<file path="src/worker_watchdog_restart_limiter_defines.svh">
// ----------------------------------------------------------------------------
// Worker watchdog restart limiter assertion macros
// Shared assertion macros for the worker watchdog restart limiter. They are
// empty when SYNTHESIS is defined.
// ----------------------------------------------------------------------------
`ifndef WORKER_WATCHDOG_RESTART_LIMITER_DEFINES_SVH
`define WORKER_WATCHDOG_RESTART_LIMITER_DEFINES_SVH

`ifndef SYNTHESIS
`define WWRL_ASSERT_IMPL(name, ante, cons) \
  name: assert property (@(posedge clk) disable iff (rst) (ante) |-> (cons)) \
    else $error("wwrl: implication check failed");
`define WWRL_ASSERT_NEXT(name, ante, cons) \
  name: assert property (@(posedge clk) disable iff (rst) (ante) |=> (cons)) \
    else $error("wwrl: next-cycle check failed");
`else
`define WWRL_ASSERT_IMPL(name, ante, cons)
`define WWRL_ASSERT_NEXT(name, ante, cons)
`endif

`endif

</file>
<file path="src/wwrl_pkg.sv">
// ----------------------------------------------------------------------------
// Worker watchdog restart limiter package
// Sizes, event and action codes, register indexes, the sequencer states and
// the structs that pass between the modules of the block.
// ----------------------------------------------------------------------------
package wwrl_pkg;

  localparam int RESTART_SLOTS = 16;
  localparam int SLOT_W = (RESTART_SLOTS > 1) ? $clog2(RESTART_SLOTS) : 1;
  localparam int FILL_W = $clog2(RESTART_SLOTS + 1);
  localparam int ADDR_W = 4;

  localparam logic [2:0] KIND_START    = 3'd0;
  localparam logic [2:0] KIND_BEAT     = 3'd1;
  localparam logic [2:0] KIND_TICK     = 3'd2;
  localparam logic [2:0] KIND_EXIT     = 3'd3;
  localparam logic [2:0] KIND_SHUTDOWN = 3'd4;

  localparam logic [1:0] ACT_NONE  = 2'd0;
  localparam logic [1:0] ACT_SPAWN = 2'd1;
  localparam logic [1:0] ACT_KILL  = 2'd2;
  localparam logic [1:0] ACT_TERM  = 2'd3;

  localparam logic [1:0] REG_RESTART_LIMIT     = 2'd0;
  localparam logic [1:0] REG_RESTART_WINDOW    = 2'd1;
  localparam logic [1:0] REG_HEARTBEAT_TIMEOUT = 2'd2;
  localparam logic [1:0] REG_SHUTDOWN_TIMEOUT  = 2'd3;

  localparam logic [4:0]  RST_RESTART_LIMIT     = 5'd5;
  localparam logic [21:0] RST_RESTART_WINDOW    = 22'd10000;
  localparam logic [19:0] RST_HEARTBEAT_TIMEOUT = 20'd6000;
  localparam logic [18:0] RST_SHUTDOWN_TIMEOUT  = 19'd5000;

  typedef enum logic [1:0] {
    PH_DEAD     = 2'd0,
    PH_STARTING = 2'd1,
    PH_RUNNING  = 2'd2,
    PH_STOPPING = 2'd3
  } phase_t;

  typedef enum logic [3:0] {
    ST_IDLE,
    ST_DECODE,
    ST_TK_DL,
    ST_TK_WD,
    ST_EX_WR,
    ST_EX_RD,
    ST_EX_CMP,
    ST_EX_END,
    ST_OUT
  } state_t;

  typedef struct packed {
    logic [4:0]  restart_limit;
    logic [21:0] restart_window;
    logic [19:0] heartbeat_timeout;
    logic [18:0] shutdown_timeout;
  } cfg_t;

  typedef struct packed {
    logic gt;
    logic ge;
  } cmp_res_t;

endpackage

</file>
<file path="src/wwrl_cfg.sv">
// ----------------------------------------------------------------------------
// Worker watchdog restart limiter configuration registers
// APB register file for the restart limit, the restart window and the two
// timeouts, with read back.
// ----------------------------------------------------------------------------
module wwrl_cfg (
  input  logic                        clk,
  input  logic                        rst,
  input  logic                        psel,
  input  logic                        penable,
  input  logic                        pwrite,
  input  logic [wwrl_pkg::ADDR_W-1:0] paddr,
  input  logic [31:0]                 pwdata,
  output logic [31:0]                 prdata,
  output logic                        pready,
  output wwrl_pkg::cfg_t              cfg
);
  import wwrl_pkg::*;

  logic [1:0] reg_idx;
  logic       wr_en;

  assign pready  = 1'b1;
  assign reg_idx = paddr[ADDR_W-1:2];
  assign wr_en   = psel && penable && pwrite && pready;

  always_ff @(posedge clk) begin
    if (rst) begin
      cfg.restart_limit     <= RST_RESTART_LIMIT;
      cfg.restart_window    <= RST_RESTART_WINDOW;
      cfg.heartbeat_timeout <= RST_HEARTBEAT_TIMEOUT;
      cfg.shutdown_timeout  <= RST_SHUTDOWN_TIMEOUT;
    end else if (wr_en) begin
      unique case (reg_idx)
        REG_RESTART_LIMIT:     cfg.restart_limit     <= pwdata[4:0];
        REG_RESTART_WINDOW:    cfg.restart_window    <= pwdata[21:0];
        REG_HEARTBEAT_TIMEOUT: cfg.heartbeat_timeout <= pwdata[19:0];
        REG_SHUTDOWN_TIMEOUT:  cfg.shutdown_timeout  <= pwdata[18:0];
        default: ;
      endcase
    end
  end

  always_comb begin
    unique case (reg_idx)
      REG_RESTART_LIMIT:     prdata = 32'(cfg.restart_limit);
      REG_RESTART_WINDOW:    prdata = 32'(cfg.restart_window);
      REG_HEARTBEAT_TIMEOUT: prdata = 32'(cfg.heartbeat_timeout);
      REG_SHUTDOWN_TIMEOUT:  prdata = 32'(cfg.shutdown_timeout);
      default:               prdata = '0;
    endcase
  end

endmodule

</file>
<file path="src/wwrl_cmp.sv">
// ----------------------------------------------------------------------------
// Worker watchdog restart limiter elapsed-time comparator
// Shared unit: takes the elapsed time now minus base modulo 2^32 and
// compares it against a limit.
// ----------------------------------------------------------------------------
module wwrl_cmp (
  input  logic [31:0]         now_val,
  input  logic [31:0]         base,
  input  logic [31:0]         lim,
  output wwrl_pkg::cmp_res_t  res
);
  import wwrl_pkg::*;

  logic [31:0] elapsed;

  assign elapsed = now_val - base;
  assign res.gt  = elapsed > lim;
  assign res.ge  = elapsed >= lim;

endmodule

</file>
<file path="src/wwrl_ring.sv">
// ----------------------------------------------------------------------------
// Worker watchdog restart limiter restart ring
// Memory of recent restart times, one write port and one read port with
// registered read data. Its contents are not cleared at reset.
// ----------------------------------------------------------------------------
module wwrl_ring (
  input  logic                        clk,
  input  logic                        we,
  input  logic [wwrl_pkg::SLOT_W-1:0] waddr,
  input  logic [31:0]                 wdata,
  input  logic [wwrl_pkg::SLOT_W-1:0] raddr,
  output logic [31:0]                 rdata
);
  import wwrl_pkg::*;

  logic [31:0] mem [RESTART_SLOTS];

  always_ff @(posedge clk) begin
    if (we) begin
      mem[waddr] <= wdata;
    end
  end

  always_ff @(posedge clk) begin
    rdata <= mem[raddr];
  end

endmodule

</file>
<file path="src/worker_watchdog_restart_limiter.sv">
// ----------------------------------------------------------------------------
// Worker watchdog restart limiter
// A tick before supervision ends runs the deadline then watchdog check; a
// counted exit writes the ring, then scans n (1 to 16) entries one per cycle;
// other events skip to the result beat. The next event is taken the cycle after
// the result beat; results cannot stall. Synchronous reset restores register
// defaults and clears all control state; the ring is not cleared.
// ----------------------------------------------------------------------------
`include "worker_watchdog_restart_limiter_defines.svh"

module worker_watchdog_restart_limiter (
  input  logic                        clk,
  input  logic                        rst,
  input  logic                        start,
  output logic                        busy,
  input  logic [2:0]                  kind,
  input  logic [31:0]                 now_ms,
  output logic                        result_strobe,
  output logic [1:0]                  action,
  output logic [1:0]                  worker_state,
  output logic                        gave_up,
  output logic                        finished,
  output logic                        exit_status,
  output logic [4:0]                  recent_restarts,
  input  logic                        psel,
  input  logic                        penable,
  input  logic                        pwrite,
  input  logic [wwrl_pkg::ADDR_W-1:0] paddr,
  input  logic [31:0]                 pwdata,
  output logic [31:0]                 prdata,
  output logic                        pready
);
  import wwrl_pkg::*;

  cfg_t             cfg;
  cmp_res_t         res;
  state_t           state;
  state_t           state_next;

  logic [2:0]        ev_kind;
  logic [31:0]       ev_now;
  logic [1:0]        action_r;
  logic [4:0]        recent_r;
  phase_t            phase;
  logic              alive;
  logic              watch_armed;
  logic [31:0]       last_beat;
  logic              stopping_flag;
  logic              deadline_armed;
  logic [31:0]       deadline_start;
  logic              gave_up_flag;
  logic              exit_flag;
  logic              done_flag;
  logic [SLOT_W-1:0] ring_head;
  logic [FILL_W-1:0] ring_fill;
  logic [SLOT_W-1:0] rp;
  logic [FILL_W-1:0] cnt;
  logic [FILL_W-1:0] scan_i;

  logic              ring_we;
  logic [31:0]       ring_rdata;
  logic [31:0]       cmp_base;
  logic [31:0]       cmp_lim;
  logic [SLOT_W-1:0] rp_dec;
  logic [SLOT_W-1:0] head_inc;

  wwrl_cfg u_cfg (
    .clk     (clk),
    .rst     (rst),
    .psel    (psel),
    .penable (penable),
    .pwrite  (pwrite),
    .paddr   (paddr),
    .pwdata  (pwdata),
    .prdata  (prdata),
    .pready  (pready),
    .cfg     (cfg)
  );

  wwrl_ring u_ring (
    .clk   (clk),
    .we    (ring_we),
    .waddr (ring_head),
    .wdata (ev_now),
    .raddr (rp),
    .rdata (ring_rdata)
  );

  wwrl_cmp u_cmp (
    .now_val (ev_now),
    .base    (cmp_base),
    .lim     (cmp_lim),
    .res     (res)
  );

  assign rp_dec   = (rp == '0) ? SLOT_W'(RESTART_SLOTS - 1) : rp - SLOT_W'(1);
  assign head_inc = (ring_head == SLOT_W'(RESTART_SLOTS - 1)) ? '0
                                                              : ring_head + SLOT_W'(1);

  always_comb begin
    if (state == ST_TK_WD) begin
      cmp_base = last_beat;
      cmp_lim  = 32'(cfg.heartbeat_timeout);
    end else if (state == ST_EX_CMP) begin
      cmp_base = ring_rdata;
      cmp_lim  = 32'(cfg.restart_window);
    end else begin
      cmp_base = deadline_start;
      cmp_lim  = 32'(cfg.shutdown_timeout);
    end
  end

  always_ff @(posedge clk) begin
    if (rst) begin
      state <= ST_IDLE;
    end else begin
      state <= state_next;
    end
  end

  always_comb begin
    state_next    = state;
    ring_we       = 1'b0;
    busy          = (state != ST_IDLE);
    result_strobe = (state == ST_OUT);
    unique case (state)
      ST_IDLE: begin
        if (start) begin
          state_next = ST_DECODE;
        end
      end
      ST_DECODE: begin
        if (done_flag) begin
          state_next = ST_OUT;
        end else if (ev_kind == KIND_TICK) begin
          state_next = ST_TK_DL;
        end else if (ev_kind == KIND_EXIT && alive && !stopping_flag) begin
          state_next = ST_EX_WR;
        end else begin
          state_next = ST_OUT;
        end
      end
      ST_TK_DL:  state_next = ST_TK_WD;
      ST_TK_WD:  state_next = ST_OUT;
      ST_EX_WR: begin
        ring_we    = 1'b1;
        state_next = ST_EX_RD;
      end
      ST_EX_RD:  state_next = ST_EX_CMP;
      ST_EX_CMP: begin
        if (!res.gt && ((scan_i + FILL_W'(1)) < ring_fill)) begin
          state_next = ST_EX_CMP;
        end else begin
          state_next = ST_EX_END;
        end
      end
      ST_EX_END: state_next = ST_OUT;
      ST_OUT:    state_next = ST_IDLE;
      default:   state_next = ST_IDLE;
    endcase
  end

  always_ff @(posedge clk) begin
    if (rst) begin
      action_r       <= ACT_NONE;
      recent_r       <= '0;
      phase          <= PH_DEAD;
      alive          <= 1'b0;
      watch_armed    <= 1'b0;
      last_beat      <= '0;
      stopping_flag  <= 1'b0;
      deadline_armed <= 1'b0;
      deadline_start <= '0;
      gave_up_flag   <= 1'b0;
      exit_flag      <= 1'b0;
      done_flag      <= 1'b0;
      ring_head      <= '0;
      ring_fill      <= '0;
      rp             <= '0;
      cnt            <= '0;
      scan_i         <= '0;
    end else begin
      unique case (state)
        ST_IDLE: begin
          if (start) begin
            ev_kind  <= kind;
            ev_now   <= now_ms;
            action_r <= ACT_NONE;
            recent_r <= '0;
          end
        end
        ST_DECODE: begin
          if (!done_flag) begin
            unique case (ev_kind)
              KIND_START: begin
                if (!alive && !stopping_flag) begin
                  alive       <= 1'b1;
                  phase       <= PH_STARTING;
                  watch_armed <= 1'b0;
                  last_beat   <= ev_now;
                  action_r    <= ACT_SPAWN;
                end
              end
              KIND_BEAT: begin
                if (alive) begin
                  last_beat   <= ev_now;
                  watch_armed <= 1'b1;
                  if (phase == PH_STARTING) begin
                    phase <= PH_RUNNING;
                  end
                end
              end
              KIND_EXIT: begin
                if (alive) begin
                  alive       <= 1'b0;
                  phase       <= PH_DEAD;
                  watch_armed <= 1'b0;
                  if (stopping_flag) begin
                    deadline_armed <= 1'b0;
                    done_flag      <= 1'b1;
                  end
                end
              end
              KIND_SHUTDOWN: begin
                if (!stopping_flag) begin
                  stopping_flag <= 1'b1;
                  if (alive) begin
                    phase          <= PH_STOPPING;
                    deadline_armed <= 1'b1;
                    deadline_start <= ev_now;
                    action_r       <= ACT_TERM;
                  end else begin
                    done_flag <= 1'b1;
                  end
                end
              end
              default: ;
            endcase
          end
        end
        ST_TK_DL: begin
          if (deadline_armed && res.ge) begin
            deadline_armed <= 1'b0;
            if (alive) begin
              action_r  <= ACT_KILL;
              exit_flag <= 1'b1;
            end
          end
        end
        ST_TK_WD: begin
          if (watch_armed && alive && res.gt) begin
            watch_armed <= 1'b0;
            action_r    <= ACT_KILL;
          end
        end
        ST_EX_WR: begin
          rp        <= ring_head;
          ring_head <= head_inc;
          if (ring_fill < FILL_W'(RESTART_SLOTS)) begin
            ring_fill <= ring_fill + FILL_W'(1);
          end
          cnt    <= '0;
          scan_i <= '0;
        end
        ST_EX_RD: begin
          rp <= rp_dec;
        end
        ST_EX_CMP: begin
          rp <= rp_dec;
          if (!res.gt) begin
            cnt    <= cnt + FILL_W'(1);
            scan_i <= scan_i + FILL_W'(1);
          end
        end
        ST_EX_END: begin
          recent_r <= (32'(cnt) > 32'd31) ? 5'd31 : 5'(cnt);
          if (32'(cnt) >= 32'(cfg.restart_limit)) begin
            gave_up_flag <= 1'b1;
            done_flag    <= 1'b1;
            exit_flag    <= 1'b1;
          end else begin
            alive       <= 1'b1;
            phase       <= PH_STARTING;
            watch_armed <= 1'b0;
            last_beat   <= ev_now;
            action_r    <= ACT_SPAWN;
          end
        end
        ST_OUT: ;
        default: ;
      endcase
    end
  end

  assign action          = action_r;
  assign worker_state    = phase;
  assign gave_up         = gave_up_flag;
  assign finished        = done_flag;
  assign exit_status     = exit_flag;
  assign recent_restarts = recent_r;

  `WWRL_ASSERT_NEXT(a_beat_then_ready, result_strobe, !busy)
  `WWRL_ASSERT_NEXT(a_accept_then_busy, start && !busy, busy && !result_strobe)
  `WWRL_ASSERT_NEXT(a_done_sticky, done_flag, done_flag)
  `WWRL_ASSERT_IMPL(a_gave_up_done, gave_up_flag, done_flag && exit_flag)
  `WWRL_ASSERT_IMPL(a_count_in_fill, state == ST_EX_CMP || state == ST_EX_END, cnt <= ring_fill)

endmodule
</file>
<file path="config.mk">
export PLATFORM = sky130hd
export DESIGN_NAME = worker_watchdog_restart_limiter
export DESIGN_NICKNAME = d
export VERILOG_FILES = /design/src/wwrl_pkg.sv /design/src/wwrl_cfg.sv /design/src/wwrl_cmp.sv /design/src/wwrl_ring.sv /design/src/worker_watchdog_restart_limiter.sv
export VERILOG_INCLUDE_DIRS = /design/src /design/src/src
export SDC_FILE = /design/constraint.sdc
export NUM_CORES = 1
export LEC_CHECK = 0
export BUFFER_PORTS_ARGS = -buffer_cell sky130_fd_sc_hd__buf_2
export CAP_MARGIN = 10
export CORE_ASPECT_RATIO = 0.8
export CORE_MARGIN = 10
export CORE_UTILIZATION = 35
export DETAILED_ROUTE_END_ITERATION = 6
export GPL_TIMING_DRIVEN = 0
export PLACE_DENSITY = 0.6
export SLEW_MARGIN = 20
export SYNTH_ARGS = -nofsm -noshare
export SYNTH_HDL_FRONTEND = slang
export SYNTH_SLANG_ARGS = --single-unit
</file>
<file path="constraint.sdc">
create_clock -name clk -period 5.7 [get_ports clk]
set_input_delay 0.285 -clock clk [delete_from_list [all_inputs] [get_ports clk]]
set_output_delay 0.285 -clock clk [all_outputs]
set_load 0.02 [all_outputs]
</file>
==> results of run 1 <==
power by group:
part | leakage (uW) | internal [uW] | switching [uW]
clock network | 0.00120 | 2860 | 2120
logic | 0.00506 | 224 | 333
registers | 0.00660 | 5900 | 83.4
total | 0.0129 | 8980 | 2540
worst max-delay path: stages (launching register included):
cell and delay, ns:
sky130_fd_sc_hd__dfxtp_1 0.36, sky130_fd_sc_hd__nor4bb_4 0.33, sky130_fd_sc_hd__buf_6 0.20, sky130_fd_sc_hd__clkbuf_16 0.16, sky130_fd_sc_hd__mux2i_2 0.22, sky130_fd_sc_hd__nor2_1 0.08
sky130_fd_sc_hd__a21oi_1 0.15, sky130_fd_sc_hd__ha_1 0.29, sky130_fd_sc_hd__and2_4 0.19, sky130_fd_sc_hd__a221oi_4 0.26, sky130_fd_sc_hd__nand2_1 0.10, sky130_fd_sc_hd__and2_4 0.17
sky130_fd_sc_hd__o21ai_2 0.12, sky130_fd_sc_hd__nand2b_1 0.08, sky130_fd_sc_hd__a21oi_1 0.12, sky130_fd_sc_hd__o21bai_1 0.08, sky130_fd_sc_hd__xor2_1 0.16, sky130_fd_sc_hd__ha_1 0.32
sky130_fd_sc_hd__nand4_1 0.13, sky130_fd_sc_hd__nor3_2 0.28, sky130_fd_sc_hd__nand2_1 0.22, sky130_fd_sc_hd__nor3_4 0.20, sky130_fd_sc_hd__nor2_1 0.09, sky130_fd_sc_hd__and3b_1 0.21
sky130_fd_sc_hd__nand4_1 0.16, sky130_fd_sc_hd__buf_4 0.22, sky130_fd_sc_hd__or4_1 0.39, sky130_fd_sc_hd__nand2_1 0.07
logic make-up after synthesis:
logic type               count (synthesis)  synth area share (%)
XOR/XNOR                                35                 0.959
flip-flops                             752                  64.2
other                                    2                0.0235
AND/OR/NAND/NOR                        595                  8.14
multiplexers                           269                  14.9
buffers and inverters                  167                  2.14
AO/OA/AOI/OAI                          355                  6.75
adder cells (fa/ha/maj)                 71                  2.80
sequential cells by signal, indices dropped and copies added (netlist names), 2 cells and up:
register / cells
u_cfg.cfg: 66
ring_fill: 5
worker_state: 2
deadline_start: 32
state: 4
u_ring.mem: 512
last_beat: 32
ev_kind: 3
action: 2
rp: 4
ring_head: 4
scan_i: 5
cnt: 5
ev_now: 32
recent_restarts: 5
u_ring.rdata: 32
metal layers:
layer / vias up / track usage [%] / part of all wire, %
met2: 704 / 26.6 / 47
met5: - / 0 / 0.013
li1: 9140 / - / -
met1: 10532 / 23.3 / 44
met4: 2 / 4.12 / 2.3
met3: 143 / 3.03 / 6.9
cell usage in the layout (no fill, tap or decap), types with 53 or more instances in the layout:
master / synthesis / layout
sky130_fd_sc_hd__nand2_1: 272 / 272
sky130_fd_sc_hd__mux2i_1: 90 / 89
sky130_fd_sc_hd__clkbuf_16: 0 / 80
sky130_fd_sc_hd__buf_2: 13 / 112
sky130_fd_sc_hd__buf_4: 11 / 53
sky130_fd_sc_hd__a21oi_1: 199 / 193
sky130_fd_sc_hd__ha_1: 70 / 67
sky130_fd_sc_hd__nor2_1: 170 / 158
sky130_fd_sc_hd__clkbuf_1: 90 / 89
sky130_fd_sc_hd__dlygate4sd3_1: 0 / 57
sky130_fd_sc_hd__dfxtp_1: 205 / 202
sky130_fd_sc_hd__mux4_2: 165 / 165
sky130_fd_sc_hd__edfxtp_1: 547 / 547
cell type report:
cell class	instances	area (um^2)
Buffer	136	719
Timing Repair Buffer	226	1920
Multi-Input combinational cell	1336	11100
Clock buffer	104	2130
Fill cell	8267	52600
Inverter	29	109
Clock inverter	35	352
Tap cell	1212	1520
Sequential cell	752	20500
what timing repair did:
action / CTS / global route
resized for setup: 48 / 40
endpoints found under the setup margin: 16 / 10
pin swaps: 12 / 24
buffers inserted: 8 / 14
gates cloned: 0 / 2
hold endpoints to repair: 101 / 0
hold buffers: 57 / 0
cell usage after synthesis, drive strengths merged (4+ instances only):
cell    instances
a211oi         12
a21o           11
a21oi         199
a22o           16
a22oi           6
a31oi           7
and2            8
and3           12
buf            48
clkbuf         90
dfxtp         205
edfxtp        547
ha             70
inv            29
mux2           14
mux2i          90
mux4          165
nand2         272
nand2b         11
nand3          36
nand4          21
nor2          170
nor2b           9
nor3           28
nor4            4
o211ai         11
o21a           17
o21ai          43
o21bai          5
o31ai           6
or2             5
xnor2          19
xor2           16
per-stage QoR:
| stage | TNS (ns) | total power [uW] | hold WS, ns | utilization [%] |
|---|---|---|---|---|
| 3_5_place_dp | -18.13 | 6600 | 0.446 | 38.3 |
| 4_1_cts | 0 | 11600 | 0.117 | 41.9 |
| 3_3_place_gp | -390.51 | 6580 | 0.440 | 37.4 |
| 5_1_grt | -0.270 | 11900 | 0.167 | 42.2 |
| 6_report | 0 | 11500 | 0.167 | 42.2 |
| 2_1_floorplan | 0 | 6400 | 0.384 | - |
worst paths after layout:
path / cells after the start / slack [ns] / to
setup / recovery: 27 / 0.25 / cnt[3]
hold / removal: 3 / 0.17 / state[3]
setup reg to reg: 27 / 0.25 / cnt[3]
hold reg to reg: 2 / 0.45 / deadline_start[17]
==> impl_summary.log, run 1 <==
[metrics] cell count after synthesis: 2,246
[metrics] TritonCTS clock tree: done
[metrics] full die area: 104,000 um^2
[metrics] maximum ir drop on the vdd rail: 0.213 mV
[metrics] fmax: 0.183 GHz
[metrics] CP startpoint: state[1]
[metrics] Max-Cap Viols: 0
[metrics] htree depth: 3
[metrics] CTS Root Buffer Type: sky130_fd_sc_hd__clkbuf_16
[metrics] number of placement rows: 99
[metrics] worst path required time: 6.28 ns
[metrics] total clock sinks: 752
[metrics] ANT cells: 0
[metrics] number of nets with antenna violations after detailed routing: 0
[metrics] number of clock buffers inserted by TritonCTS: 75
[metrics] Hold Violations, Final: 0
[metrics] total of flip-flops plus latches after synthesis: 752
[metrics] die extent in x: 358 um
[metrics] startpoint of the lowest-slack register-to-register path: state[1]
[metrics] primary flip-flop cell chosen by synthesis mapping: sky130_fd_sc_hd__edfxtp_1
[metrics] worst hold-check path type: in2reg
[metrics] via count: 20,521
[metrics] post-detailed-placement cell area: 34,800 um^2
[metrics] layout-stage area growth over the synthesis result: 20.0%
[metrics] total length of routed wires: 87,900 um
[metrics] antenna violations before repair: 1
[metrics] share of flip-flops with an asynchronous set or reset: 0%
[metrics] clock slew at the register clock pins of the worst setup and hold paths: 0.06 ns
[metrics] part of the Yosys area used for sequential elements: 64.2%
[metrics] TritonRoute pass-1 iters: 6
[metrics] outcome: finished, final reports clean
[metrics] Cells after DPL: 3,612
[metrics] share of the synthesized area in the top cell type: 51.4%
[metrics] Die Ht: 290 um
[metrics] initial core utilization: 35.1%
[metrics] Post-synth EDFFs: 547
[metrics] category of the critical setup timing path: reg2reg
[metrics] half-perimeter wire length after detailed placement: 62,200 um
[metrics] maximum buffer depth of the clock tree: 3
[metrics] Worst-Margin Slew: 1.08 ns
[metrics] final std cells w/o fill: 3,830
[metrics] I/O pin cnt: 124
[metrics] ratio of cells with drive above 1 in the final layout: 22.0%
[metrics] DRC violation count after routing: 0
[metrics] ratio of routed vias to standard cells: 5.36
[metrics] DR iter-0 viols: 2,073
[metrics] number of nets in the layout: 2,704
[metrics] element type at the critical path end: flip-flop
[metrics] worst-skew pair later-pin latency: 0.63 ns
[metrics] synth unique cells: 78
[metrics] Cell Area, Synth: 32,000 um^2
[metrics] Area contributors post-synth: sky130_fd_sc_hd__edfxtp_1 51%, sky130_fd_sc_hd__dfxtp_1 13%, sky130_fd_sc_hd__mux4_2 12%
[metrics] slack of the critical path: 0.250 ns
[metrics] mean post-synth cell area: 14.2 um^2
[metrics] total global-route track usage: 16.7%
[metrics] Core Region: 90,900 um^2
[metrics] minimum setup slack after placement: -1.38 ns
[metrics] Lkg Pwr: 0.0129 uW
[metrics] number of global-route vias before repair: 20,683
[metrics] final design instance area without fill: 38,400 um^2
[metrics] highest net fanout along the worst path: 5
[metrics] pin count of the biggest net entering global routing: 21
[metrics] type of origin of the critical path: flip-flop
[metrics] number of warnings issued by yosys: 0
[metrics] final setup violation count: 0
[metrics] Power per Cell Area: 300 nW/um^2
[metrics] crit path DAT: 6.02 ns
[metrics] number of port buffers: 99
[metrics] Final period util: 95.6%
[metrics] cell type contributing the most total cell area after synthesis: sky130_fd_sc_hd__edfxtp_1
[metrics] final number of max-transition violations: 0
[metrics] worst max-slew margin expressed relative to the limit: 28.2%
[metrics] WL/cell: 23.0 um
[metrics] wire length of the first global-routing pass: 133,000 um
[metrics] worst min-delay path startpoint: start
[metrics] overflow left after global routing: 0
[metrics] Min Clock Period, post-route: 5.45 ns
[metrics] routability cong.: 0.882
[metrics] worst setup skew after layout: 0.0248 ns
Note: power is estimated with default switching activity, not from simulation.
==> inputs of run 2 (changes only) <==
- CTS_BUF_LIST: default -> sky130_fd_sc_hd__clkbuf_8
==> impl_summary.log, run 2 (same netlist as run 1, synthesis figures left out) <==
[metrics] TritonCTS clock tree: done (unchanged)
[metrics] Internal: 8280 uW (was 8980 uW)
[metrics] DRC violation count after routing: 0 (unchanged)
[metrics] die extent in x: 358 um (unchanged)
[metrics] outcome: finished, final reports clean (unchanged)
[metrics] Max-Cap Viols: 0 (unchanged)
[metrics] switching share of power: 23.6% (was 22.0%)
[metrics] worst-skew pair later-pin latency: 0.78 ns (was 0.63 ns)
[metrics] layout-stage area growth over the synthesis result: 19.4% (was 20.0%)
[metrics] critical path's slowest cell: sky130_fd_sc_hd__or4_1 (unchanged)
[metrics] number of nets in the layout: 2,754 (was 2,704)
[metrics] ratio of routed vias to standard cells: 5.32 (was 5.36)
[metrics] Core Region: 90,900 um^2 (unchanged)
[metrics] Hold Violations, Final: 0 (unchanged)
[metrics] total length of routed wires: 88,600 um (was 87,900 um)
[metrics] Min Clock Period, post-route: 5.47 ns (was 5.45 ns)
[metrics] Die Ht: 290 um (unchanged)
[metrics] clock slew at the register clock pins of the worst setup and hold paths: 0.07 ns (was 0.06 ns)
[metrics] Worst-Margin Slew: 1.07 ns (was 1.08 ns)
[metrics] pin count of the biggest net entering global routing: 21 (unchanged)
[metrics] TNS Setup: 0 ns (unchanged)
[metrics] full die area: 104,000 um^2 (unchanged)
[metrics] power dissipated by switching net loads: 2550 uW (was 2540 uW)
[metrics] wire length of the first global-routing pass: 133,000 um (about the same)
[metrics] worst setup skew after layout: 0.0552 ns (was 0.0248 ns)
[metrics] htree depth: 3 (unchanged)
[metrics] total global-route track usage: 16.7% (about the same)
[metrics] final core utilization: 42.0% (was 42.2%)
[metrics] register bank with the most flops: u_ring.mem (unchanged)
[metrics] Power per Cell Area: 284 nW/um^2 (was 300 nW/um^2)
[metrics] overflow left after global routing: 0 (unchanged)
[metrics] TritonRoute pass-1 iters: 6 (unchanged)
[metrics] half-perimeter wire length after detailed placement: 62,200 um (unchanged)
[metrics] total clock sinks: 752 (unchanged)
[metrics] Gate power share: 5.2% (was 4.8%)
[metrics] WL/cell: 22.6 um (was 23.0 um)
[metrics] worst path required time: 6.41 ns (was 6.28 ns)
[metrics] maximum buffer depth of the clock tree: 3 (unchanged)
[metrics] final total power: 10,800 uW (was 11,500 uW)
[metrics] initial core utilization: 35.1% (unchanged)
[metrics] buffer and inverter count on the worst path: 4 (was 3)
[metrics] flip-flop count of the largest register after layout: 512 (unchanged)
[metrics] delay of the slowest cell on the worst path: 0.39 ns (about the same)
[metrics] number of nets with antenna violations after detailed routing: 0 (unchanged)
[metrics] element type at the critical path end: flip-flop (unchanged)
[metrics] Reg power frac: 55.3% (was 51.9%)
[metrics] largest registers: u_ring.mem (512), u_cfg.cfg (66) (unchanged)
[metrics] crit path DAT: 6.18 ns (was 6.02 ns)
[metrics] maximum ir drop on the vdd rail: 0.197 mV (was 0.213 mV)
[metrics] category of the critical setup timing path: reg2reg (unchanged)
[metrics] CTS Root Buffer Type: sky130_fd_sc_hd__clkbuf_8 (was sky130_fd_sc_hd__clkbuf_16)
[metrics] via count: 20,816 (was 20,521)
[metrics] number of port buffers: 99 (unchanged)
[metrics] Lkg Pwr: 0.0130 uW (was 0.0129 uW)
[metrics] fmax: 0.183 GHz (about the same)
[metrics] highest net fanout along the worst path: 10 (was 5)
[metrics] final setup violation count: 0 (unchanged)
[metrics] type of origin of the critical path: flip-flop (unchanged)
[metrics] antenna violations before repair: 1 (unchanged)
[metrics] routability cong.: 0.882 (unchanged)
[metrics] Final period util: 95.9% (was 95.6%)
[metrics] number of clock buffers inserted by TritonCTS: 114 (was 75)
[metrics] worst max-slew margin expressed relative to the limit: 28.7% (was 28.2%)
[metrics] ratio of cells with drive above 1 in the final layout: 22.8% (was 22.0%)
[metrics] I/O pin cnt: 124 (unchanged)
[metrics] number of placement rows: 99 (unchanged)
[metrics] number of global-route vias before repair: 21,011 (was 20,683)
[metrics] cell family with most CP delay: simple AND/OR/NAND/NOR gates (unchanged)
[metrics] highest-count cells in the layout ignoring fill and taps: 547 x sky130_fd_sc_hd__edfxtp_1, 271 x sky130_fd_sc_hd__nand2_1, 202 x sky130_fd_sc_hd__dfxtp_1 (was 547 x sky130_fd_sc_hd__edfxtp_1, 272 x sky130_fd_sc_hd__nand2_1, 202 x sky130_fd_sc_hd__dfxtp_1)
[metrics] worst hold-check path type: in2reg (unchanged)
[metrics] DR iter-0 viols: 2,183 (was 2,073)
[metrics] final number of max-transition violations: 0 (unchanged)
[metrics] clock network fraction of design power: 39.6% (was 43.2%)
[metrics] most common cell after layout, fill and taps aside: sky130_fd_sc_hd__edfxtp_1 (unchanged)
[run 2: changes by cell type in the layout (fill, tap and decap cells not counted), moves of 4 or more]
cell / before / now
sky130_fd_sc_hd__buf_4: 53 / 63
sky130_fd_sc_hd__clkbuf_1: 89 / 72
sky130_fd_sc_hd__clkbuf_16: 80 / 2
sky130_fd_sc_hd__clkbuf_8: 14 / 132
sky130_fd_sc_hd__clkinv_1: 8 / 13
sky130_fd_sc_hd__clkinvlp_4: 5 / 1
sky130_fd_sc_hd__inv_1: 29 / 85
[run 2: worst register-to-register path, delay by kind of cell (launching register included)]
family	cells	cell delay, ns
simple gates	12	1.87
flops	1	0.37
compound gates	9	1.52
fa+ha+maj	2	0.68
xor+xnor	1	0.16
buf+inv	4	0.82
[run 2: final cells by class]
type,instances,area (um^2)
diodes,1,2.50
plain buffers,136,718
clock buffers,128,1760
clock inverters,84,425
fillers,8294,52800
inverters,29,109
multi-input cells,1336,11100
flip-flops and latches,752,20500
well taps,1212,1520
repair buffers,237,1990
[run 2: power by group through the flow]
stage / registers [uW] / logic (uW) / clock network, uW
floorplan: 6070 / 331 / 0
global placement: 6100 / 486 / 0
CTS: 5990 / 537 / 4390
detailed placement: 6100 / 497 / 0
global route: 5990 / 615 / 4640
finish: 5990 / 560 / 4290
[run 2: stage by stage]
| stage | hold slack [ns] | instances | area [um^2] | setup slack, ns |
|---|---|---|---|---|
| finish | 0.110 | 3915 | 38200 | 0.231 |
| global route | 0.116 | 3915 | 38200 | -0.0785 |
| floorplan | 0.384 | 2255 | 32000 | 0.217 |
| global placement | 0.440 | 3566 | 34000 | -2.44 |
| CTS | 0.0831 | 3888 | 37800 | 0.000333 |
| detailed placement | 0.446 | 3612 | 34800 | -1.38 |
[run 2: layer usage]
metal  GRT usage [%]  routed length [um]  vias to the layer above
li1                -                   -                     9253
met5               0                   0                        -
met4            4.62                1920                        0
met3            3.40                6370                      141
met1            23.2               38600                    10644
met2            26.4               41800                      778
[run 2: final timing paths]
check | from | to | slack, ns | cells past startpoint
worst min-delay path | rst | exit_status | 0.11 | 3
worst max register to register | state[0] | cnt[3] | 0.23 | 28
worst min register to register | deadline_start[10] | deadline_start[10] | 0.46 | 2
worst max-delay path | state[0] | cnt[3] | 0.23 | 28
[run 2: timing repair]
| action | 4_1_cts | 5_1_grt |
|---|---|---|
| cloned | 0 | 2 |
| setup buffers | 6 | 26 |
| endpoints found under the setup margin | 16 | 12 |
| endpoints found under the hold margin | 105 | 0 |
| gates resized for setup | 47 | 42 |
| hold buffers | 58 | 0 |
| pin swaps | 11 | 27 |
==> inputs of run 3 (changes only) <==
- REMOVE_ABC_BUFFERS: default -> 1
==> impl_summary.log, run 3 (same netlist as run 1, synthesis figures left out) <==
[metrics] Min Clock Period, post-route: 5.53 ns (was 5.47 ns)
[metrics] final number of max-transition violations: 0 (unchanged)
[metrics] number of port buffers: 100 (was 99)
[metrics] number of clock buffers inserted by TritonCTS: 112 (was 114)
[metrics] delay of the slowest cell on the worst path: 0.46 ns (was 0.39 ns)
[metrics] register bank with the most flops: u_ring.mem (unchanged)
[metrics] highest-count cells in the layout ignoring fill and taps: 547 x sky130_fd_sc_hd__edfxtp_1, 270 x sky130_fd_sc_hd__nand2_1, 197 x sky130_fd_sc_hd__dfxtp_1 (was 547 x sky130_fd_sc_hd__edfxtp_1, 271 x sky130_fd_sc_hd__nand2_1, 202 x sky130_fd_sc_hd__dfxtp_1)
[metrics] pin count of the biggest net entering global routing: 84 (was 21)
[metrics] Most Frequent Cell on Critical Path: sky130_fd_sc_hd__nor2_1
[metrics] critical path's slowest cell: sky130_fd_sc_hd__or4_4 (was sky130_fd_sc_hd__or4_1)
[metrics] worst setup skew after layout: 0.0385 ns (was 0.0552 ns)
[metrics] number of placement rows: 99 (unchanged)
[metrics] highest net fanout along the worst path: 8 (was 10)
[metrics] overflow left after global routing: 0 (unchanged)
[metrics] Die Ht: 290 um (unchanged)
[metrics] Power per Cell Area: 284 nW/um^2 (about the same)
[metrics] routability cong.: 0.864 (was 0.882)
[metrics] Worst-Margin Slew: 1.07 ns (about the same)
[metrics] buffer and inverter count on the worst path: 4 (unchanged)
[metrics] cell family with most CP delay: simple AND/OR/NAND/NOR gates (unchanged)
[metrics] type of origin of the critical path: flip-flop (unchanged)
[metrics] clock slew at the register clock pins of the worst setup and hold paths: 0.08 ns (was 0.07 ns)
[metrics] total clock sinks: 752 (unchanged)
[metrics] Lkg Pwr: 0.0131 uW (was 0.0130 uW)
[metrics] full die area: 104,000 um^2 (unchanged)
[metrics] total global-route track usage: 15.6% (was 16.7%)
[metrics] DR iter-0 viols: 1,962 (was 2,183)
[metrics] worst hold-check path type: in2reg (unchanged)
[metrics] unrepaired setup endpoints after global routing: yes
[metrics] final std cells w/o fill: 3,834 (was 3,915)
[metrics] worst path required time: 6.38 ns (was 6.41 ns)
[metrics] category of the critical setup timing path: reg2reg (unchanged)
[metrics] TNS Setup: 0 ns (unchanged)
[metrics] htree depth: 3 (unchanged)
[metrics] outcome: finished, final reports clean (unchanged)
[metrics] WL/cell: 21.5 um (was 22.6 um)
[metrics] initial core utilization: 35.1% (unchanged)
[metrics] half-perimeter wire length after detailed placement: 55,100 um (was 62,200 um)
[metrics] antenna violations before repair: 3 (was 1)
[metrics] via count: 20,348 (was 20,816)
[metrics] element type at the critical path end: flip-flop (unchanged)
[metrics] flip-flop count of the largest register after layout: 512 (unchanged)
[metrics] ratio of cells with drive above 1 in the final layout: 25.0% (was 22.8%)
[metrics] total length of routed wires: 82,600 um (was 88,600 um)
[metrics] final setup violation count: 0 (unchanged)
[metrics] wire length of the first global-routing pass: 126,000 um (was 133,000 um)
[metrics] number of global-route vias before repair: 20,563 (was 21,011)
[metrics] final total power: 10,900 uW (was 10,800 uW)
[metrics] Final period util: 97.1% (was 95.9%)
[metrics] final core utilization: 42.3% (was 42.0%)
[metrics] I/O pin cnt: 124 (unchanged)
[metrics] number of nets in the layout: 2,672 (was 2,754)
[metrics] most common cell after layout, fill and taps aside: sky130_fd_sc_hd__edfxtp_1 (unchanged)
[metrics] fmax: 0.181 GHz (was 0.183 GHz)
[metrics] crit path DAT: 6.22 ns (was 6.18 ns)
[metrics] DRC violation count after routing: 0 (unchanged)
[metrics] die extent in x: 358 um (unchanged)
[metrics] layout-stage area growth over the synthesis result: 20.3% (was 19.4%)
[metrics] maximum buffer depth of the clock tree: 3 (unchanged)
[metrics] number of nets with antenna violations after detailed routing: 0 (unchanged)
[metrics] worst-skew pair later-pin latency: 0.74 ns (was 0.78 ns)
[metrics] ratio of routed vias to standard cells: 5.31 (was 5.32)
[metrics] Core Region: 90,900 um^2 (unchanged)
[metrics] worst max-slew margin expressed relative to the limit: 28.6% (was 28.7%)
[metrics] maximum ir drop on the vdd rail: 0.185 mV (was 0.197 mV)
[metrics] Hold Violations, Final: 0 (unchanged)
[metrics] largest registers: u_ring.mem (512), u_cfg.cfg (66) (unchanged)
[metrics] CTS Root Buffer Type: sky130_fd_sc_hd__clkbuf_8 (unchanged)
[metrics] Cells after DPL: 3,520 (was 3,612)
[metrics] Max-Cap Viols: 0 (unchanged)
[metrics] TritonRoute pass-1 iters: 6 (unchanged)
[metrics] TritonCTS clock tree: done (unchanged)
[run 3: timing repair]
| action | 4_1_cts | 5_1_grt |
|---|---|---|
| gates resized for setup | 24 | 51 |
| endpoints found under the hold margin | 150 | 0 |
| buffers inserted | 12 | 33 |
| hold buffers | 59 | 0 |
| setup endpoints to repair | 16 | 12 |
| pin swaps | 10 | 20 |
| gates cloned | 1 | 3 |
[run 3: path summary, 6_finish.rpt]
path | endpoint | cells past startpoint | startpoint | slack (ns)
worst max register to register | cnt[4] | 28 | state[0] | 0.17
worst min register to register | deadline_start[29] | 2 | deadline_start[29] | 0.45
worst max-delay path | cnt[4] | 28 | state[0] | 0.17
worst min-delay path | ev_kind[0] | 2 | kind[0] | 0.27
[run 3: cell type report]
| type | count | area (um^2) |
|---|---|---|
| Multi-Input combinational cell | 1337 | 11200 |
| Clock inverter | 81 | 483 |
| Antenna cell | 3 | 7.51 |
| Fill cell | 8165 | 52500 |
| Clock buffer | 128 | 1760 |
| Timing Repair Buffer | 292 | 2850 |
| Sequential cell | 752 | 20600 |
| Inverter | 29 | 109 |
| Tap cell | 1212 | 1520 |
[run 3: power by group]
| part | switching [uW] | internal [uW] | total (uW) | leakage (uW) |
|---|---|---|---|---|
| Clock | 2090 | 2280 | 4370 | 0.00131 |
| Combinational | 320 | 230 | 550 | 0.00520 |
| Sequential | 83.6 | 5900 | 5980 | 0.00660 |
[run 3: metal layers]
layer  track usage (%)  up-vias  wire length [um]
li1                  -     9088                 -
met1              21.4    10345             36000
met2              25.0      772             39200
met3              2.90      143              5420
met4              4.21        0              2000
met5                 0        -                 0
[run 3: through the flow]
step	area (um^2)	hold WS (ns)	setup slack, ns
after detailed placement	35000	0.447	-1.75
after global routing	38400	0.220	-0.0574
after CTS	38000	0.192	0.0505
final	38400	0.266	0.166
after floorplan	31400	0.354	-7.39
after global placement	33400	0.440	-13.67
